`src/rtl/priority_queue_max_scan_top_macros.svh`:
```
// ---------------------------------------------------------------------------
// Priority queue assertion macros
// Shared assertion helpers for the priority queue RTL.
// ---------------------------------------------------------------------------
`ifndef PRIORITY_QUEUE_MAX_SCAN_TOP_MACROS_SVH
`define PRIORITY_QUEUE_MAX_SCAN_TOP_MACROS_SVH

`ifndef SYNTH
// Same-cycle implication, disabled while reset is asserted.
`define PQMS_ASSERT_IMPLIES(lbl, clk, rstn, ante, cons) \
  lbl: assert property (@(posedge clk) disable iff (!rstn) (ante) |-> (cons)) \
    else $error("pqms: assertion failed");
// Next-cycle implication, disabled while reset is asserted.
`define PQMS_ASSERT_NEXT(lbl, clk, rstn, ante, cons) \
  lbl: assert property (@(posedge clk) disable iff (!rstn) (ante) |=> (cons)) \
    else $error("pqms: assertion failed");
`else
`define PQMS_ASSERT_IMPLIES(lbl, clk, rstn, ante, cons)
`define PQMS_ASSERT_NEXT(lbl, clk, rstn, ante, cons)
`endif

`endif

```
`src/rtl/pqms_pkg.sv`:
```
// ---------------------------------------------------------------------------
// Priority queue package
// Types and constants shared by the priority queue modules.
// ---------------------------------------------------------------------------
package pqms_pkg;

  localparam int unsigned COUNT_W = 7;

  localparam logic ACT_INSERT = 1'b0;
  localparam logic ACT_REMOVE = 1'b1;

  typedef enum logic [1:0] {
    ST_INSERTED  = 2'd0,
    ST_REMOVED   = 2'd1,
    ST_OVERFLOW  = 2'd2,
    ST_UNDERFLOW = 2'd3
  } status_e;

  typedef struct packed {
    logic load;
    logic scan;
    logic shift_init;
    logic shift;
    logic finish;
  } cmd_t;

  typedef struct packed {
    logic in_remove;
    logic empty;
    logic scan_done;
    logic shift_done;
  } stat_t;

endpackage

```
`src/rtl/pqms_if.sv`:
```
// ---------------------------------------------------------------------------
// Priority queue channels
// Request and response channels with valid/ready handshake.
// ---------------------------------------------------------------------------
interface pqms_req_if;
  logic               valid;
  logic               ready;
  logic               action;
  logic signed [31:0] value;
  logic signed [15:0] priority_req;

  modport source (output valid, output action, output value, output priority_req,
                  input ready);
  modport sink (input valid, input action, input value, input priority_req,
                output ready);
endinterface

interface pqms_rsp_if;
  logic                                 valid;
  logic                                 ready;
  pqms_pkg::status_e                    status;
  logic signed [31:0]                   removed_value;
  logic signed [15:0]                   removed_priority;
  logic [pqms_pkg::COUNT_W-1:0]         count;

  modport source (output valid, output status, output removed_value,
                  output removed_priority, output count, input ready);
  modport sink (input valid, input status, input removed_value,
                input removed_priority, input count, output ready);
endinterface

```
`src/rtl/pqms_ctrl.sv`:
```
// ---------------------------------------------------------------------------
// Priority queue controller
// Sequences insert, scan, shift and result hand-off for one beat at a time.
// ---------------------------------------------------------------------------
module pqms_ctrl (
  input  logic           clk_i,
  input  logic           rst_ni,
  input  logic           in_valid_i,
  output logic           in_ready_o,
  output logic           out_valid_o,
  input  logic           out_ready_i,
  input  pqms_pkg::stat_t stat_i,
  output pqms_pkg::cmd_t  cmd_o
);
  import pqms_pkg::*;

  typedef enum logic [4:0] {
    S_IDLE       = 5'b00001,
    S_SCAN       = 5'b00010,
    S_SHIFT_INIT = 5'b00100,
    S_SHIFT      = 5'b01000,
    S_DONE       = 5'b10000
  } state_e;

  state_e state_q, state_d;
  logic   out_valid_q, out_valid_d;
  logic   accept;

  assign in_ready_o  = (state_q == S_IDLE);
  assign out_valid_o = out_valid_q;
  assign accept      = in_valid_i && in_ready_o;

  always_comb begin
    cmd_o       = '0;
    state_d     = state_q;
    out_valid_d = out_valid_q && !out_ready_i;
    case (state_q)
      S_IDLE: begin
        if (accept) begin
          cmd_o.load = 1'b1;
          state_d    = (stat_i.in_remove && !stat_i.empty) ? S_SCAN : S_DONE;
        end
      end
      S_SCAN: begin
        cmd_o.scan = 1'b1;
        if (stat_i.scan_done) begin
          state_d = S_SHIFT_INIT;
        end
      end
      S_SHIFT_INIT: begin
        cmd_o.shift_init = 1'b1;
        state_d          = S_SHIFT;
      end
      S_SHIFT: begin
        cmd_o.shift = 1'b1;
        if (stat_i.shift_done) begin
          state_d = S_DONE;
        end
      end
      S_DONE: begin
        if (!out_valid_q || out_ready_i) begin
          cmd_o.finish = 1'b1;
          out_valid_d  = 1'b1;
          state_d      = S_IDLE;
        end
      end
      default: begin
        state_d = S_IDLE;
      end
    endcase
  end

  always_ff @(posedge clk_i or negedge rst_ni) begin
    if (!rst_ni) begin
      state_q     <= S_IDLE;
      out_valid_q <= 1'b0;
    end else begin
      state_q     <= state_d;
      out_valid_q <= out_valid_d;
    end
  end

endmodule

```
`src/rtl/pqms_datapath.sv`:
```
// ---------------------------------------------------------------------------
// Priority queue datapath
// Entry memory, fill count, maximum scan, gap shift and result register.
// ---------------------------------------------------------------------------
`include "priority_queue_max_scan_top_macros.svh"

module pqms_datapath #(
  parameter  int unsigned DEPTH = 64,
  localparam int unsigned AW    = $clog2(DEPTH),
  localparam int unsigned CW    = $clog2(DEPTH + 1)
) (
  input  logic                          clk_i,
  input  logic                          rst_ni,
  input  pqms_pkg::cmd_t                cmd_i,
  output pqms_pkg::stat_t               stat_o,
  input  logic                          in_action_i,
  input  logic signed [31:0]            in_value_i,
  input  logic signed [15:0]            in_priority_req_i,
  output pqms_pkg::status_e             out_status_o,
  output logic signed [31:0]            out_removed_value_o,
  output logic signed [15:0]            out_removed_priority_o,
  output logic [pqms_pkg::COUNT_W-1:0]  out_count_o
);
  import pqms_pkg::*;

  typedef struct packed {
    logic signed [31:0] value;
    logic signed [15:0] prio;
  } entry_t;

  entry_t          mem_q [DEPTH];
  entry_t          rdata_q;
  entry_t          wdata;
  entry_t          best_q;
  logic [AW-1:0]   best_idx_q;
  logic [AW-1:0]   waddr;
  logic            we;
  logic            re;
  logic [CW-1:0]   fill_q, fill_d;
  logic [CW-1:0]   idx_q, idx_d;
  logic [AW-1:0]   idx_d1_q;
  logic            vld_d1_q, vld_d1_d;
  logic            full;
  logic            req_action_q;
  status_e         res_status;
  logic            take_best;

  status_e            out_status_q;
  logic signed [31:0] out_value_q;
  logic signed [15:0] out_prio_q;
  logic [COUNT_W-1:0] out_count_q;

  assign full = (fill_q == CW'(DEPTH));
  assign re   = (cmd_i.scan || cmd_i.shift) && (idx_q < fill_q);

  always_comb begin
    we    = 1'b0;
    waddr = fill_q[AW-1:0];
    wdata = '{value: in_value_i, prio: in_priority_req_i};
    if (cmd_i.load && (in_action_i == ACT_INSERT) && !full) begin
      we = 1'b1;
    end else if (cmd_i.shift && vld_d1_q) begin
      we    = 1'b1;
      waddr = idx_d1_q - AW'(1);
      wdata = rdata_q;
    end
  end

  always_ff @(posedge clk_i) begin
    if (we) begin
      mem_q[waddr] <= wdata;
    end
    if (re) begin
      rdata_q <= mem_q[idx_q[AW-1:0]];
    end
  end

  always_comb begin
    idx_d    = idx_q;
    vld_d1_d = 1'b0;
    if (cmd_i.load) begin
      idx_d = '0;
    end else if (cmd_i.shift_init) begin
      idx_d = CW'(best_idx_q) + CW'(1);
    end else if (re) begin
      idx_d    = idx_q + CW'(1);
      vld_d1_d = 1'b1;
    end
  end

  assign take_best = cmd_i.scan && vld_d1_q &&
                     ((idx_d1_q == '0) || (rdata_q.prio > best_q.prio));

  always_ff @(posedge clk_i) begin
    if (take_best) begin
      best_q     <= rdata_q;
      best_idx_q <= idx_d1_q;
    end
    if (re) begin
      idx_d1_q <= idx_q[AW-1:0];
    end
    if (cmd_i.load) begin
      req_action_q <= in_action_i;
    end
  end

  always_comb begin
    fill_d     = fill_q;
    res_status = ST_INSERTED;
    if (req_action_q == ACT_INSERT) begin
      if (full) begin
        res_status = ST_OVERFLOW;
      end else begin
        res_status = ST_INSERTED;
        fill_d     = fill_q + CW'(1);
      end
    end else begin
      if (fill_q == '0) begin
        res_status = ST_UNDERFLOW;
      end else begin
        res_status = ST_REMOVED;
        fill_d     = fill_q - CW'(1);
      end
    end
  end

  always_ff @(posedge clk_i or negedge rst_ni) begin
    if (!rst_ni) begin
      fill_q   <= '0;
      idx_q    <= '0;
      vld_d1_q <= 1'b0;
    end else begin
      idx_q    <= idx_d;
      vld_d1_q <= vld_d1_d;
      if (cmd_i.finish) begin
        fill_q <= fill_d;
      end
    end
  end

  always_ff @(posedge clk_i) begin
    if (cmd_i.finish) begin
      out_status_q <= res_status;
      out_count_q  <= COUNT_W'(fill_d);
      if (res_status == ST_REMOVED) begin
        out_value_q <= best_q.value;
        out_prio_q  <= best_q.prio;
      end else begin
        out_value_q <= '0;
        out_prio_q  <= '0;
      end
    end
  end

  assign stat_o.in_remove  = (in_action_i == ACT_REMOVE);
  assign stat_o.empty      = (fill_q == '0);
  assign stat_o.scan_done  = vld_d1_q && (CW'(idx_d1_q) == (fill_q - CW'(1)));
  assign stat_o.shift_done = !vld_d1_q && (idx_q >= fill_q);

  assign out_status_o           = out_status_q;
  assign out_removed_value_o    = out_value_q;
  assign out_removed_priority_o = out_prio_q;
  assign out_count_o            = out_count_q;

  `PQMS_ASSERT_IMPLIES(a_fill_bound, clk_i, rst_ni, 1'b1, fill_q <= CW'(DEPTH))
  `PQMS_ASSERT_IMPLIES(a_read_in_range, clk_i, rst_ni, vld_d1_q, CW'(idx_d1_q) < fill_q)
  `PQMS_ASSERT_NEXT(a_remove_count, clk_i, rst_ni, cmd_i.finish && req_action_q == ACT_REMOVE && fill_q != '0, fill_q == $past(fill_q) - CW'(1))

endmodule

```
`src/rtl/priority_queue_max_scan_top.sv`:
```
// ---------------------------------------------------------------------------
// Priority queue with maximum scan
// Insert appends an entry; remove returns the oldest highest-priority entry.
// An insert, overflow or underflow beat goes from acceptance straight to the done state, which loads its result.
// A remove scans all n entries, where n is the fill count, then moves the m = n - 1 - p entries
// above the removed position p down by one place, then loads its result.
// The scan reads one entry a cycle and the shift moves one entry a cycle.
// Throughput: one beat at a time; the next beat is accepted the cycle after the result loads.
// Reset clears the fill count and control state; the entry memory is not cleared.
// ---------------------------------------------------------------------------
module priority_queue_max_scan_top #(
  parameter int unsigned DEPTH = 64
) (
  input logic        clk_i,
  input logic        rst_ni,
  pqms_req_if.sink   in_i,
  pqms_rsp_if.source out_o
);
  import pqms_pkg::*;

  cmd_t  cmd;
  stat_t stat;

  pqms_ctrl u_ctrl (
    .clk_i       (clk_i),
    .rst_ni      (rst_ni),
    .in_valid_i  (in_i.valid),
    .in_ready_o  (in_i.ready),
    .out_valid_o (out_o.valid),
    .out_ready_i (out_o.ready),
    .stat_i      (stat),
    .cmd_o       (cmd)
  );

  pqms_datapath #(
    .DEPTH (DEPTH)
  ) u_datapath (
    .clk_i                  (clk_i),
    .rst_ni                 (rst_ni),
    .cmd_i                  (cmd),
    .stat_o                 (stat),
    .in_action_i            (in_i.action),
    .in_value_i             (in_i.value),
    .in_priority_req_i      (in_i.priority_req),
    .out_status_o           (out_o.status),
    .out_removed_value_o    (out_o.removed_value),
    .out_removed_priority_o (out_o.removed_priority),
    .out_count_o            (out_o.count)
  );

endmodule
```
`src/flat_wrapper.sv`:
```
// flat-port wrapper written by rule: the top's interface ports become plain ports
module priority_queue_max_scan_top_flat import pqms_pkg::*;
#(
  parameter int unsigned DEPTH = 64
)
  (clk_i, rst_ni, in_i_valid, in_i_action, in_i_value, in_i_priority_req, in_i_ready, out_o_valid, out_o_status, out_o_removed_value, out_o_removed_priority, out_o_count, out_o_ready);
  pqms_req_if in_i_i ();
  pqms_rsp_if out_o_i ();
  input logic clk_i;
  input logic rst_ni;
  input wire logic [$bits(in_i_i.valid)-1:0] in_i_valid;
  input wire logic [$bits(in_i_i.action)-1:0] in_i_action;
  input wire logic [$bits(in_i_i.value)-1:0] in_i_value;
  input wire logic [$bits(in_i_i.priority_req)-1:0] in_i_priority_req;
  output wire logic [$bits(in_i_i.ready)-1:0] in_i_ready;
  output wire logic [$bits(out_o_i.valid)-1:0] out_o_valid;
  output wire logic [$bits(out_o_i.status)-1:0] out_o_status;
  output wire logic [$bits(out_o_i.removed_value)-1:0] out_o_removed_value;
  output wire logic [$bits(out_o_i.removed_priority)-1:0] out_o_removed_priority;
  output wire logic [$bits(out_o_i.count)-1:0] out_o_count;
  input wire logic [$bits(out_o_i.ready)-1:0] out_o_ready;
  assign in_i_i.valid = in_i_valid;
  assign in_i_i.action = in_i_action;
  assign in_i_i.value = in_i_value;
  assign in_i_i.priority_req = in_i_priority_req;
  assign in_i_ready = in_i_i.ready;
  assign out_o_valid = out_o_i.valid;
  assign out_o_status = out_o_i.status;
  assign out_o_removed_value = out_o_i.removed_value;
  assign out_o_removed_priority = out_o_i.removed_priority;
  assign out_o_count = out_o_i.count;
  assign out_o_i.ready = out_o_ready;
  priority_queue_max_scan_top #(.DEPTH(DEPTH)) u_core (.clk_i(clk_i), .rst_ni(rst_ni), .in_i(in_i_i), .out_o(out_o_i));
endmodule
```
`config.mk`:
```
export PLATFORM = sky130hd
export DESIGN_NAME = priority_queue_max_scan_top_flat
export DESIGN_NICKNAME = d
export VERILOG_FILES = /design/src/rtl/pqms_pkg.sv /design/src/rtl/pqms_if.sv /design/src/rtl/pqms_ctrl.sv /design/src/rtl/pqms_datapath.sv /design/src/rtl/priority_queue_max_scan_top.sv /design/src/flat_wrapper.sv
export VERILOG_INCLUDE_DIRS = /design/src /design/src/rtl
export SDC_FILE = /design/constraint.sdc
export NUM_CORES = 2
export LEC_CHECK = 0
export BUFFER_PORTS_ARGS = -buffer_cell sky130_fd_sc_hd__clkbuf_2
export CAP_MARGIN = 20
export CORE_MARGIN = 2
export CORE_UTILIZATION = 34
export CTS_CLUSTER_SIZE = 20
export DETAILED_ROUTE_END_ITERATION = 8
export PLACE_DENSITY = 0.58
export SLEW_MARGIN = 20
export SYNTH_ARGS = -nofsm -noshare
export SYNTH_HDL_FRONTEND = slang
export SYNTH_HIERARCHICAL = 1
export SYNTH_SLANG_ARGS = --single-unit
```
`constraint.sdc`:
```
create_clock -name clk_i -period 4.9 [get_ports clk_i]
set_clock_uncertainty 0.15 [all_clocks]
set_input_delay 0.49 -clock clk_i [delete_from_list [all_inputs] [get_ports clk_i]]
set_output_delay 0.49 -clock clk_i [all_outputs]
set_load 0.01 [all_outputs]
```
==> results by group <==
Run status
  – Run status: finished clean

CTS
  – Quantity of gates resized following cts: 0
  – Max Buffers Root-to-Sink: 4
  – Num CTS Buffers: 332
  – H-tree depth: 5
  – Sinks on the clock net: 3259
  – Clock tree from TritonCTS: built
  – Latest clock arrival within the worst-skew pair: 890 ps
  – Clk root buf: sky130_fd_sc_hd__clkbuf_16
  – Clock transition at the registers of the reported paths: 60 ps

Placed design
  – Port buffer count: 111
  – Final weighted congestion of routability-driven global placement: 0.833
  – Detail Placement HPWL: ~210 mm

Global route
  – Via count of the first global-routing pass: 61500
  – Global-route wire length before repair: 494 mm
  – Global-route usage over all layers: 18.8%
  – Total global routing overflow: 0
  – Antenna violations before repair: 19
  – Largest net degree at the start of global routing: between 60 and 70

Layout
  – Area overhead of the layout relative to synthesis: 16.3%
  – Filler cell count in the final layout: 31800
  – End-of-flow core utilization: 39.7%
  – # nets final: 6038
  – Most frequent cells in the layout: 3238 x sky130_fd_sc_hd__edfxtp_1, 768 x sky130_fd_sc_hd__mux4_2, 336 x sky130_fd_sc_hd__clkbuf_16
  – Most common cell after layout, fill and taps aside: sky130_fd_sc_hd__edfxtp_1
  – Ratio of cells with drive above 1 in the final layout: just under 30%

Timing
  – Number of hold violations in the final report: 0
  – Final worst path period need: 4220 ps
  – Total Negative Setup Slacks: 0 ps
  – Achievable Freq: approximately 240 MHz
  – Final period utilization: 86.0%
  – Hold Worst Slack: 91.2 ps
  – Headroom to the max-slew limit: 27.4%
  – Number of setup violations in the final report: 0
  – Pins Over Slew Limit: 0
  – RSZ-0062 raised after global routing: false
  – Least-Margin Pin Slew: 1090 ps

Synth
  – Share of synthesized flip-flops with an asynchronous set or reset: 0.644%
  – Synth Instances: 5457
  – Total of warnings raised by yosys: 6
  – Number of enable-type register cells in the synthesized netlist: about 3200
  – Post-Syn Area per Cell: around 23 um^2
  – Sequential area share after synthesis: 78.4%
  – Number of distinct library cell variants in the gate-level netlist after synthesis: 63
  – Post-Synthesis Net Count: 5537
  – Prevailing post-synth register cell: sky130_fd_sc_hd__edfxtp_1
  – Number of flip-flops and latches in the synthesized netlist: 3259
  – Area of the mapped netlist: 0.125 mm^2

Setup path
  – Top fanout value on the critical path: 25
  – Critical Path End Type: register
  – Startpoint kind of the worst setup timing path: register
  – Critical Path RT: between 5000 and 6000 ps
  – Category of the most critical setup path: reg2reg
  – Arr. time, crit path: around 4600 ps

Drt
  – Detail-routed net length per standard cell: 32.3 um
  – Vias per cell: 5.60
  – Routed length on met3: approximately 31 mm
  – DR vias: 61800
  – Final wirelength: 356 mm
  – Highest routed metal layer: met5
  – Routed length on met1: 146 mm
  – Final ANT Viol Nets: 0
  – Met2 wire length: 167 mm
  – Count of TritonRoute iterations in the first routing pass: 6
  – Remaining routing DRC violations: 0
  – Count of routing violations after the opening detailed-route iteration: 8762

Floorplanning
  – Total die area: 0.371 mm^2
  – Starting utilization of the core area: 34.1%
  – Die width: 609 um
  – Total core area: 0.365 mm^2
  – Die Ht: 609 um
  – Number of top-level pins: 112
  – Site row count: between 200 and 250

Power
  – Worst voltage drop across the vdd grid: 0.000248 V
  – Leakage power of the design: 46.7 nW
  – Pwr/cell area: about 380 mW/mm^2
  – Overall power consumption: 55.7 mW

Hold path
  – Worst hold-check path type: in2reg

Run
  – # Max-Cap Violations: 0
stage by stage:
| step | cells | setup WS, ps | instance area (um^2) |
|---|---|---|---|
| final | 11000 | 684 | 145000 |
| after global routing | 11000 | 570 | 145000 |
| after CTS | 11000 | 773 | 145000 |
| after detailed placement | 10400 | 791 | 134000 |
| after global placement | 10400 | 792 | 134000 |
| after floorplan | 5457 | -143 | 125000 |
synthesized netlist by cell type (4+ instances only):
cell / number / area [um^2]
sky130_fd_sc_hd__a211oi_1: 8 / 60.1
sky130_fd_sc_hd__a21o_1: 4 / 30.0
sky130_fd_sc_hd__a21oi_1: 140 / 701
sky130_fd_sc_hd__a221o_1: 9 / 90.1
sky130_fd_sc_hd__a221oi_1: 79 / 692
sky130_fd_sc_hd__a22o_1: 53 / 464
sky130_fd_sc_hd__and2_1: 39 / 244
sky130_fd_sc_hd__buf_1: 20 / 75.1
sky130_fd_sc_hd__buf_2: 67 / 335
sky130_fd_sc_hd__buf_4: 51 / 383
sky130_fd_sc_hd__buf_6: 21 / 236
sky130_fd_sc_hd__clkbuf_1: 134 / 503
sky130_fd_sc_hd__dfrtp_1: 20 / 500
sky130_fd_sc_hd__edfxtp_1: 3238 / 97200
sky130_fd_sc_hd__ha_1: 27 / 338
sky130_fd_sc_hd__inv_1: 37 / 139
sky130_fd_sc_hd__mux2_2: 75 / 845
sky130_fd_sc_hd__mux2i_1: 144 / 1440
sky130_fd_sc_hd__mux4_2: 768 / 17300
sky130_fd_sc_hd__nand2_1: 60 / 225
sky130_fd_sc_hd__nand2b_1: 13 / 81.3
sky130_fd_sc_hd__nand3_1: 14 / 70.1
sky130_fd_sc_hd__nand4_1: 5 / 31.3
sky130_fd_sc_hd__nor2_1: 139 / 522
sky130_fd_sc_hd__nor2b_1: 9 / 56.3
sky130_fd_sc_hd__nor3_1: 11 / 55.1
sky130_fd_sc_hd__nor3b_1: 5 / 37.5
sky130_fd_sc_hd__o211a_1: 10 / 100
sky130_fd_sc_hd__o21ai_0: 36 / 180
sky130_fd_sc_hd__o21ai_1: 5 / 25.0
sky130_fd_sc_hd__o221ai_1: 47 / 412
sky130_fd_sc_hd__o22ai_1: 88 / 551
sky130_fd_sc_hd__or2_2: 4 / 25.0
sky130_fd_sc_hd__or3_1: 11 / 68.8
sky130_fd_sc_hd__xnor2_1: 19 / 166
sky130_fd_sc_hd__xor2_1: 7 / 61.3
final timing paths:
path | from | end | slack [ps] | cells past startpoint
worst max-delay path | u_core/u_ctrl/state_q[2] | u_core/u_datapath/mem_q[56][31] | 680 | 9
worst min-delay path | in_i_value[12] | u_core/u_datapath/mem_q[21][28] | 90 | 3
worst max register to register | u_core/u_ctrl/state_q[2] | u_core/u_datapath/mem_q[56][31] | 680 | 9
worst min register to register | u_core/u_datapath/rdata_q[16] | u_core/u_datapath/best_q[16] | 310 | 0
max in group asynchronous | rst_ni | u_core/u_datapath/idx_q[2] | 3540 | 4
min in group asynchronous | rst_ni | u_core/u_ctrl/state_q[0] | 500 | 3
kinds of logic after synthesis:
family / after synthesis / synth area share (%)
adders and majority gates: 27 / 0.271
and+or+nand+nor: 327 / 1.26
buffers and inverters: 330 / 1.34
AOI/OAI and AO/OA: 501 / 2.81
muxes: 987 / 15.7
xor gates and xnor gates: 26 / 0.183
DFF: 3259 / 78.4
final cells by class:
| cell class | instances | area (um^2) | share of cell area (%) |
|---|---|---|---|
| diodes | 5 | 12.5 | 0.00863 |
| clock buffers | 410 | 8690 | 5.99 |
| clock inverters | 177 | 1700 | 1.17 |
| inverters | 37 | 141 | 0.0975 |
| multi-input cells | 1868 | 25800 | 17.8 |
| flip-flops and latches | 3259 | 97800 | 67.5 |
| well taps | 4816 | 6030 | 4.16 |
| repair buffers | 460 | 4810 | 3.32 |
per-layer routing:
| metal | GRT usage [%] | vias to the layer above |
|---|---|---|
| li1 | - | 24400 |
| met1 | 26.7 | 33700 |
| met2 | 29.6 | 3165 |
| met3 | 3.05 | 547 |
| met4 | 6.17 | 4 |
| met5 | 0 | - |
power breakdown:
part           internal [mW]          switching, mW  leakage [nW]
combinational         0.0922                  0.448          12.2
clock                   14.0                   10.6          5.05
sequential              30.6  0.0000000000000000213          29.4
total                   44.7                   11.0          46.7
timing repair:
action	CTS	global route
hold buffers	7	0
buffers inserted	0	0
endpoints found under the hold margin	35	0
state kept, by name, summed over array words and instances (netlist names), 2 cells and up:
signal	flops
u_core/u_datapath/idx_d1_q	6
u_core/u_datapath/mem_q	3072
u_core/u_datapath/rdata_q	48
u_core/u_datapath/out_removed_value_o	32
u_core/u_datapath/out_removed_priority_o	16
u_core/u_ctrl/state_q	5
u_core/u_datapath/best_q	48
u_core/u_datapath/fill_q	7
u_core/u_datapath/idx_q	7
u_core/u_datapath/out_count_o	7
u_core/u_datapath/out_status_o	2
u_core/u_datapath/best_idx_q	6
critical path, stage by stage (launching register included):
cell	delay, ps
sky130_fd_sc_hd__dfrtp_1	430
sky130_fd_sc_hd__nor3_2	280
sky130_fd_sc_hd__and3b_1	320
sky130_fd_sc_hd__and2_1	190
sky130_fd_sc_hd__nand2b_1	160
sky130_fd_sc_hd__a21oi_1	300
sky130_fd_sc_hd__mux2i_1	470
sky130_fd_sc_hd__nand2_1	650
sky130_fd_sc_hd__nor2_4	330
sky130_fd_sc_hd__buf_4	520
Power figures use the tool's default switching activity.
